$ cat config.mk
export PLATFORM = sky130hd
export DESIGN_NAME = echo_line_editor
export DESIGN_NICKNAME = d
export VERILOG_FILES = /design/src/rtl/ele_pkg.sv /design/src/rtl/echo_line_editor.sv
export SDC_FILE = /design/constraint.sdc
export NUM_CORES = 1
export LEC_CHECK = 0
export ABC_CLOCK_PERIOD_IN_PS = 5600
export BUFFER_PORTS_ARGS = -buffer_cell sky130_fd_sc_hd__buf_2
export CORE_ASPECT_RATIO = 0.7
export CORE_MARGIN = 1
export CORE_UTILIZATION = 35
export DETAILED_ROUTE_END_ITERATION = 16
export GPL_ROUTABILITY_DRIVEN = 0
export MAX_ROUTING_LAYER = met4
export REMOVE_ABC_BUFFERS = 1
export SYNTH_ARGS = -nofsm -noshare
export SYNTH_HDL_FRONTEND = slang
export SYNTH_SLANG_ARGS = --single-unit
$ cat constraint.sdc
create_clock -name i_clk -period 5.6 [get_ports i_clk]
set_clock_uncertainty 0.1 [all_clocks]
set_input_delay 1.12 -clock i_clk [delete_from_list [all_inputs] [get_ports i_clk]]
set_output_delay 1.12 -clock i_clk [all_outputs]
set_load 0.05 [all_outputs]
$ cat src/rtl/ele_pkg.sv
// Shared types and constants of the echo line editor.
// Character codes, the sequencer state and mode types and the error text table.
// No dependencies.
`default_nettype none

package ele_pkg;

    localparam logic [7:0] CH_BS  = 8'd8;
    localparam logic [7:0] CH_LF  = 8'd10;
    localparam logic [7:0] CH_CR  = 8'd13;
    localparam logic [7:0] CH_SP  = 8'd32;
    localparam logic [7:0] CH_DEL = 8'd127;

    localparam int ERR_LEN = 25;

    typedef enum logic [2:0] {
        ST_IDLE,
        ST_ECHO,
        ST_NL,
        ST_RD,
        ST_LINE,
        ST_BS,
        ST_ERR
    } t_state;

    typedef enum logic [1:0] {
        MD_ENTER,
        MD_BS,
        MD_STORE,
        MD_ERR
    } t_mode;

    // "\nError: Command too long\n", one character per index
    function automatic logic [7:0] err_char(input logic [4:0] idx);
        logic [7:0] ch;
        case (idx)
            5'd0:    ch = CH_LF;
            5'd1:    ch = 8'h45; // E
            5'd2:    ch = 8'h72; // r
            5'd3:    ch = 8'h72; // r
            5'd4:    ch = 8'h6f; // o
            5'd5:    ch = 8'h72; // r
            5'd6:    ch = 8'h3a; // :
            5'd7:    ch = CH_SP;
            5'd8:    ch = 8'h43; // C
            5'd9:    ch = 8'h6f; // o
            5'd10:   ch = 8'h6d; // m
            5'd11:   ch = 8'h6d; // m
            5'd12:   ch = 8'h61; // a
            5'd13:   ch = 8'h6e; // n
            5'd14:   ch = 8'h64; // d
            5'd15:   ch = CH_SP;
            5'd16:   ch = 8'h74; // t
            5'd17:   ch = 8'h6f; // o
            5'd18:   ch = 8'h6f; // o
            5'd19:   ch = CH_SP;
            5'd20:   ch = 8'h6c; // l
            5'd21:   ch = 8'h6f; // o
            5'd22:   ch = 8'h6e; // n
            5'd23:   ch = 8'h67; // g
            5'd24:   ch = CH_LF;
            default: ch = CH_LF;
        endcase
        return ch;
    endfunction

endpackage

`default_nettype wire

$ cat src/rtl/echo_line_editor.sv
// Echo line editor: each accepted input byte but an empty line's end is echoed from the
// ECHO state into the output register; the input stays closed until its last result is
// emitted. A stored line byte takes an ST_RD and an ST_LINE step, as the buffer read
// port is registered. Results drain through one output register, held up by a stalled
// master side. Reset (synchronous, active low) empties the line and drops any pending
// result; the line buffer is not cleared, only bytes below the fill count are read.
// Depends on ele_pkg.
`default_nettype none

module echo_line_editor
    import ele_pkg::*;
#(
    parameter int LINE_LEN = 32
) (
    input  wire logic       i_clk,
    input  wire logic       i_rst_n,
    // input stream
    input  wire logic       s_axis_tvalid,
    output logic            s_axis_tready,
    input  wire logic [7:0] s_axis_tdata,   // [7:0] rx_byte
    // output stream
    output logic            m_axis_tvalid,
    input  wire logic       m_axis_tready,
    output logic [7:0]      m_axis_tdata,   // [7:0] out_byte
    output logic            m_axis_tuser,   // [0] is_line_byte
    output logic            m_axis_tlast    // last result of this input's run
);

    localparam int AW    = $clog2(LINE_LEN);
    localparam int CNT_W = (AW > 5) ? AW : 5;

    // Sequencer and datapath registers
    t_state           r_state, n_state;
    t_mode            r_mode, n_mode;
    logic [7:0]       r_char, n_char;
    logic [AW-1:0]    r_fill, n_fill;
    logic [AW-1:0]    r_len, n_len;
    logic             r_bs_more, n_bs_more;
    logic [CNT_W-1:0] r_cnt, n_cnt;
    logic [7:0]       r_rd;

    // Output register
    logic             r_ov, n_ov;
    logic [7:0]       r_ob, n_ob;
    logic             r_ol, n_ol;
    logic             r_olast, n_olast;

    // Line buffer
    logic [7:0]       r_mem [LINE_LEN];

    logic             w_acc, w_eol, w_bsp, w_empty, w_room, w_free;
    logic             w_emit, w_line, w_last;
    logic [7:0]       w_byte;
    logic             w_line_end;

    assign s_axis_tready = (r_state == ST_IDLE);
    assign w_acc         = s_axis_tvalid && s_axis_tready;
    assign w_eol         = s_axis_tdata inside {CH_CR, CH_LF};
    assign w_bsp         = s_axis_tdata inside {CH_BS, CH_DEL};
    assign w_empty       = (r_fill == '0);
    assign w_room        = (r_fill < AW'(LINE_LEN - 1));
    // The output slot takes a new byte when empty or being drained this cycle
    assign w_free        = !r_ov || m_axis_tready;
    assign w_line_end    = (r_cnt == (CNT_W'(r_len) - CNT_W'(1)));

    // Next state
    always_comb begin
        n_state = r_state;
        case (r_state)
            ST_IDLE: begin
                // Drop line ends on an empty line without any result
                if (w_acc && !(w_eol && w_empty)) begin
                    n_state = ST_ECHO;
                end
            end
            ST_ECHO: begin
                if (w_free) begin
                    case (r_mode)
                        MD_ENTER: n_state = ST_NL;
                        MD_BS:    n_state = r_bs_more ? ST_BS : ST_IDLE;
                        MD_ERR:   n_state = ST_ERR;
                        default:  n_state = ST_IDLE;
                    endcase
                end
            end
            ST_NL: begin
                if (w_free) begin
                    n_state = ST_RD;
                end
            end
            ST_RD: begin
                n_state = ST_LINE;
            end
            ST_LINE: begin
                if (w_free) begin
                    n_state = w_line_end ? ST_IDLE : ST_RD;
                end
            end
            ST_BS: begin
                if (w_free && r_cnt == CNT_W'(2)) begin
                    n_state = ST_IDLE;
                end
            end
            ST_ERR: begin
                if (w_free && r_cnt == CNT_W'(ERR_LEN - 1)) begin
                    n_state = ST_IDLE;
                end
            end
            default: n_state = ST_IDLE;
        endcase
    end

    // Emitted byte of the current step
    always_comb begin
        w_emit = 1'b0;
        w_byte = r_char;
        w_line = 1'b0;
        w_last = 1'b0;
        case (r_state)
            ST_ECHO: begin
                w_emit = w_free;
                w_byte = r_char;
                w_last = (r_mode == MD_STORE) || (r_mode == MD_BS && !r_bs_more);
            end
            ST_NL: begin
                w_emit = w_free;
                w_byte = CH_LF;
            end
            ST_LINE: begin
                w_emit = w_free;
                w_byte = r_rd;
                w_line = 1'b1;
                w_last = w_line_end;
            end
            ST_BS: begin
                w_emit = w_free;
                w_byte = (r_cnt == CNT_W'(1)) ? CH_SP : CH_BS;
                w_last = (r_cnt == CNT_W'(2));
            end
            ST_ERR: begin
                w_emit = w_free;
                w_byte = err_char(r_cnt[4:0]);
                w_last = (r_cnt == CNT_W'(ERR_LEN - 1));
            end
            default: begin
                w_emit = 1'b0;
            end
        endcase
    end

    // Datapath next values
    always_comb begin
        n_mode    = r_mode;
        n_char    = r_char;
        n_fill    = r_fill;
        n_len     = r_len;
        n_bs_more = r_bs_more;
        n_cnt     = r_cnt;
        n_ov      = r_ov;
        n_ob      = r_ob;
        n_ol      = r_ol;
        n_olast   = r_olast;

        if (w_acc) begin
            n_char    = s_axis_tdata;
            n_len     = r_fill;
            n_bs_more = !w_empty;
            n_cnt     = '0;
            if (w_eol) begin
                n_mode = MD_ENTER;
                n_fill = '0;
            end else if (w_bsp) begin
                n_mode = MD_BS;
                if (!w_empty) begin
                    n_fill = r_fill - AW'(1);
                end
            end else if (w_room) begin
                n_mode = MD_STORE;
                n_fill = r_fill + AW'(1);
            end else begin
                // Overflow: drop the byte and clear the line
                n_mode = MD_ERR;
                n_fill = '0;
            end
        end

        // Step the counter on each BS, ERR or LINE byte; echo and NL bytes zero it
        if (w_emit) begin
            if (r_state == ST_BS || r_state == ST_ERR || r_state == ST_LINE) begin
                n_cnt = r_cnt + CNT_W'(1);
            end else begin
                n_cnt = '0;
            end
        end

        if (w_emit) begin
            n_ov    = 1'b1;
            n_ob    = w_byte;
            n_ol    = w_line;
            n_olast = w_last;
        end else if (m_axis_tready) begin
            n_ov = 1'b0;
        end
    end

    always_ff @(posedge i_clk) begin
        if (!i_rst_n) begin
            r_state <= ST_IDLE;
            r_fill  <= '0;
            r_ov    <= 1'b0;
        end else begin
            r_state <= n_state;
            r_fill  <= n_fill;
            r_ov    <= n_ov;
        end
    end

    always_ff @(posedge i_clk) begin
        r_mode    <= n_mode;
        r_char    <= n_char;
        r_len     <= n_len;
        r_bs_more <= n_bs_more;
        r_cnt     <= n_cnt;
        r_ob      <= n_ob;
        r_ol      <= n_ol;
        r_olast   <= n_olast;
    end

    // Line buffer: write the stored byte at the fill count, read one byte per line step
    always_ff @(posedge i_clk) begin
        if (w_acc && !w_eol && !w_bsp && w_room) begin
            r_mem[r_fill] <= s_axis_tdata;
        end
        if (r_state == ST_RD) begin
            r_rd <= r_mem[r_cnt[AW-1:0]];
        end
    end

    assign m_axis_tvalid = r_ov;
    assign m_axis_tdata  = r_ob;
    assign m_axis_tuser  = r_ol;
    assign m_axis_tlast  = r_olast;

`ifndef SYNTHESIS
    // A stored byte grows the line by exactly one
    a_store_grows: assert property (@(posedge i_clk) disable iff (!i_rst_n)
        (w_acc && !w_eol && !w_bsp && w_room) |=> (r_fill == $past(r_fill) + AW'(1)))
        else $error("fill count did not advance on a stored byte");

    // Any line end empties the line
    a_eol_clears: assert property (@(posedge i_clk) disable iff (!i_rst_n)
        (w_acc && w_eol) |=> (r_fill == '0))
        else $error("line not cleared after line end");

    // Line bytes only come from a nonempty line
    a_line_nonempty: assert property (@(posedge i_clk) disable iff (!i_rst_n)
        (r_state == ST_LINE) |-> (r_len != '0))
        else $error("line bytes streamed from an empty line");
`endif

endmodule

`default_nettype wire

# Yosys cells after proc, flatten, opt, wreduce, memory -nomap -nowiden
# Memory sizes are Yosys's and may differ from the RTL's. A register that Yosys moved wholly into a read port is not among the register bits.
# Index checks and enable logic that the tools add are counted.
# word_totals
memories	2
output_inout_bits	12
ff_bits	40
mem_bits_rw	256
wordCells	102
in_bits	12
mem_bits_ro	224
# op_classes
eq_ne	24
add_sub_neg	4
order_cmp	1
n_reduce_logical	30
n_mux	29
# memory_table
name	words	word_bits	read_ports	rd_clocked_by_memory_dff	write_ports	line	rtl
r_mem	32	8	1	1	1	echo_line_editor.sv:49	logic [7:0] r_mem [LINE_LEN];
(name not given)	32	7	1	1	0	ele_pkg.sv:36	case (idx)
# op_table
op	count
$mux 5	8
$pmux 8 s4	1
$eq 8x4->1 const B	3
$mux 3	7
$pmux 3 s7	1
$add 5x1->5 const B	2
$ne 2x2->1 const B	5
$sub 5x1->5 const B	2
$eq 3x3->1 const B	3
$logic_and 1x1->1	9
$pmux 3 s3	1
$eq 8x7->1 const B	1
$mux 1	8
$reduce_bool 2->1	4
$eq 3x2->1 const B	2
$logic_not 1->1	6
$mux 6	1
$reduce_and 6->1	1
$eq 5x1->1 const B	1
$eq 5x2->1 const B	1
$eq 5x5->1	1
$eq 5x5->1 const B	1
$logic_not 5->1	1
$lt 5x5->1 const B	1
13 further kinds	17

# Depth between registers and ports, before layout
# logic_depth
ltp_word	8
mapped_depth	13
ltp_nobuf	11

# Least setup slack after synthesis
# OpenSTA, ideal clock, no wires.
# synth_timing
path_kind	input to register
from	input port s_axis_tvalid
to	register with a tool-made name
required_ns	5.364
setup_slack_ns	2.278
setup_ns	0.136
arrival_ns	3.086
n_path_buf	0
path_stages	9
path_cell_list	or4b_4 > clkinv_4 > a21oi_4 > a32oi_2 > ha_1 > a211o_1 > a21boi_0 > a2111oi_0 > a211oi_1
# synth_rtl
item	line	rtl
start, declared	echo_line_editor.sv:18	input wire logic s_axis_tvalid,

# Worst setup path after layout
# layout_timing
from	input port s_axis_tdata[0]
to	memory r_mem[7][4] (enable)
# layout_between
elab_chain_len	8
elab_cells_between_ends	13
classes_between	eq/ne: 4; mux: 2; reduce/logical: 7
# layout_lines
item	line	rtl
start, declared	echo_line_editor.sv:20	input wire logic [7:0] s_axis_tdata,
$eq 8x4->1	echo_line_editor.sv:58	assign w_eol = s_axis_tdata inside {CH_CR, CH_LF};
$reduce_bool 2->1	echo_line_editor.sv:58	
$logic_not 1->1	echo_line_editor.sv:231	if (w_acc && !w_eol && !w_bsp && w_room) begin
$logic_and 1x1->1	echo_line_editor.sv:231	
$logic_and 1x1->1 (*) (2 in series)	echo_line_editor.sv:231	
$mux 1 (*)	echo_line_editor.sv:231	
$mux 1 (implied by the code) (*)	echo_line_editor.sv:232	r_mem[r_fill] <= s_axis_tdata;
end, declared	echo_line_editor.sv:49	
# Every way passes the cells marked *; elsewhere a longest branch is shown, timed or not.

==> metrics.cfg <==
[grt]
grt_pass1_vias = 6664
grt_max_degree = 38
grt_overflow = 0
grt_usage_pct = 16.7
antenna_found_initial = 1
grt_pass1_wl_um = 45300

[power_and_ir_drop]
power_frac_clock_pct = 28.4
power_density_nw_per_um2 = 466
internal_power_mw = 4.71
p_sw_mw = 2.20
p_sw_share_pct = 31.9
pwr-share-comb_pct = 30.5
max-vdd-ir-drop_uv = 236
seq_power_share_pct = 41.2
leakagePower_nw = 4.74

[sta]
max_freq_ghz = 0.271
tns_ns = 0
hold_viol = 0
drv_slew = 0
worstMarginPinSlew_ns = 0.945
max_slew_margin_pct = 37.0
rsz0062_at_grt = false
setup_viol_count_final = 0
finalCriticalPeriod_ns = 3.69
post-route-period-util_pct = 65.9

[placement]
port_buffers = 23
hpwl_um = 20100
place_area_um2 = 13900

[synth]
syn_area_per_cell_um2 = 17.5
ys_seq_area_share_pct = 69.5
synth_area_um2 = 13200
syn_inst = 757
synth-main-ff-cell = edfxtp_1
synth_edf_count = 295
synth.distinct_cells = 72
ys_async_sr_fraction_pct = 0
yosys_warnings = 0
ys_seq_elements = 311

[layout]
final_cell_mix = edfxtp_1 (295), mux4_2 (80), nor2_1 (59)
layout_commonest_cell = edfxtp_1
stdcell_area_um2 = 14800
areaGrowthSynthToFinish_pct = 12.2
nets = 818
drive_gt1_share_pct = 22.3

[clock_tree]
htreeDepth = 1
numCtsBuffers = 28
clockBufferDepth = 3
cts_resized = 0
cts_sinks = 311
cts_tree = done
clk_pin_slew_ns = 0.06
clk_latency_ns = 0.57
post_cts.repair.setup_buffers = 0
cts-root-buf = clkbuf_16
cts_hold_buf = 0

[setup_path]
crit_buf_inv = 1
start_kind = primary input
reg2regPathDepth = 10
worstPathRequired_ns = 5.67
critPathTopFamily = simple AND/OR/NAND/NOR gates
path_class = primary input to flop
cp-startpoint = s_axis_tdata[0]
crit_fanout = 37
r2r_slack_ns = 2.07
cp_data_arrival_time_ns = 3.76
crit_top_cell = nor2_1
timing.rr.start = r_state[2]$_SDFFE_PN0P_
critPathCaptureType = flop
crit_chain = buf_2, nor3b_1, o211a_1, nand2b_1, nor2_1, nand2_1, nor2_1
slowest_delay_ns = 0.75
cp_slowest_cell = nor2_1

[floorplanning]
initial_utilization_pct = 35.5
num_rows = 59
die_area_um2 = 38500
die_x_um = 234
coreArea_um2 = 37200
ios = 24
fp.dieH_um = 165

[routing]
first_iter_violations = 665
drc = 6
wl_per_cell_um = 23.5
dr.pass1.iters = 11
via_count = 7044
vias_per_cell = 5.42
drtAntennaViolNets = 0
wl_um = 30600

[min_path]
hp-start = r_char[0]$_DFFE_PP_
min_path_cells = 2
hold_end = m_axis_tdata[0]$_DFFE_PP_
hold_path_class = flop to flop

[status]
outcome = complete, but fails checks
violations = DRC

[flow_run]
drv_cap = 0

[routing by layer]
layer	track usage (%)	vias up	part of all wire [%]
met4	3.34	0	2.0
met3	4.73	48	8.9
met2	21.6	284	41
li1	-	3102	-
met1	25.8	3610	49
met5	-	-	0
[synthesized netlist by cell type, types with 3 or more instances]
cell type / instances / share of area, %
inv_1: 20 / 0.57
mux2i_1: 12 / 0.91
nor2_1: 59 / 1.7
xor2_1: 4 / 0.27
buf_1: 6 / 0.17
nand3b_1: 6 / 0.34
clkbuf_1: 21 / 0.60
nand3_1: 14 / 0.53
edfxtp_1: 295 / 67
a21oi_1: 19 / 0.72
o221a_2: 3 / 0.26
dfxtp_1: 16 / 2.4
mux4_2: 80 / 14
o21ai_0: 15 / 0.57
and2_1: 5 / 0.24
a21o_1: 3 / 0.17
a211oi_1: 7 / 0.40
nand2_1: 50 / 1.4
nor3_1: 15 / 0.57
xnor2_1: 5 / 0.33
nand2b_1: 3 / 0.14
ha_1: 18 / 1.7
a21boi_0: 3 / 0.17
o32ai_1: 6 / 0.40
or3_1: 6 / 0.28
a2111oi_0: 3 / 0.20
buf_2: 7 / 0.27
[sequential cells by signal (all words and copies together) (netlist names), named ones only]
register,count
r_bs_more,1
r_cnt,5
r_char,8
r_len,5
m_axis_tlast,1
r_fill,5
m_axis_tvalid,1
r_rd,8
m_axis_tdata,8
r_mode,2
r_mem,256
m_axis_tuser,1
r_state,3
[worst max-delay path by stage]
stage                                  endpoint  slack (ns)  cells past startpoint
final                     r_mem[7][4]$_DFFE_PP_        1.91                      7
after CTS                 r_mem[7][4]$_DFFE_PP_        1.93                      7
after detailed placement  r_mem[7][4]$_DFFE_PP_        1.36                      7
after global routing      r_mem[6][3]$_DFFE_PP_        1.68                      7
after floorplan                            flop        0.76                      8
after global placement    r_mem[7][4]$_DFFE_PP_        1.42                      7
[power groups by stage]
stage	Sequential, mW	Clock, mW	Combinational [mW]
floorplan	3.15	0	1.26
global placement	2.89	0	2.11
detailed placement	2.89	0	2.11
CTS	2.85	1.99	2.11
global route	2.86	2.08	2.28
finish	2.84	1.96	2.10
[cell families after synthesis]
family	Yosys count	share of synthesized area [%]
buf+inv	59	1.89
fa+ha+maj	18	1.70
mux	93	14.7
simple gates	178	6.51
flops	311	69.5
xor+xnor	9	0.596
compound gates	89	5.18
[stage by stage]
stage               setup slack, ns  util, %  hold slack, ns  cells  power [mW]
global route                   1.68     39.8           0.474   1299        7.21
detailed placement             1.36     37.3           0.434   1246        5.01
global placement               1.42     37.3           0.426   1246        5.01
floorplan                     0.760        -           0.396    721        4.41
CTS                            1.93     39.8           0.448   1298        6.95
finish                         1.91     39.8           0.453   1300        6.91
[layout make-up]
type	instances	area [um2]
Inverter	23	91.3
Sequential cell	311	9180
Tap cell	488	611
Fill cell	3377	22400
Clock buffer	34	723
Antenna cell	2	5.00
Multi-Input combinational cell	387	3780
Clock inverter	18	209
Timing Repair Buffer	37	220
[tightest hold or removal path: stages (launching register included)]
cell and delay (ns):
edfxtp_1 0.32, nand2_1 0.05, o21ai_0 0.07
Power figures use the tool's default switching activity.
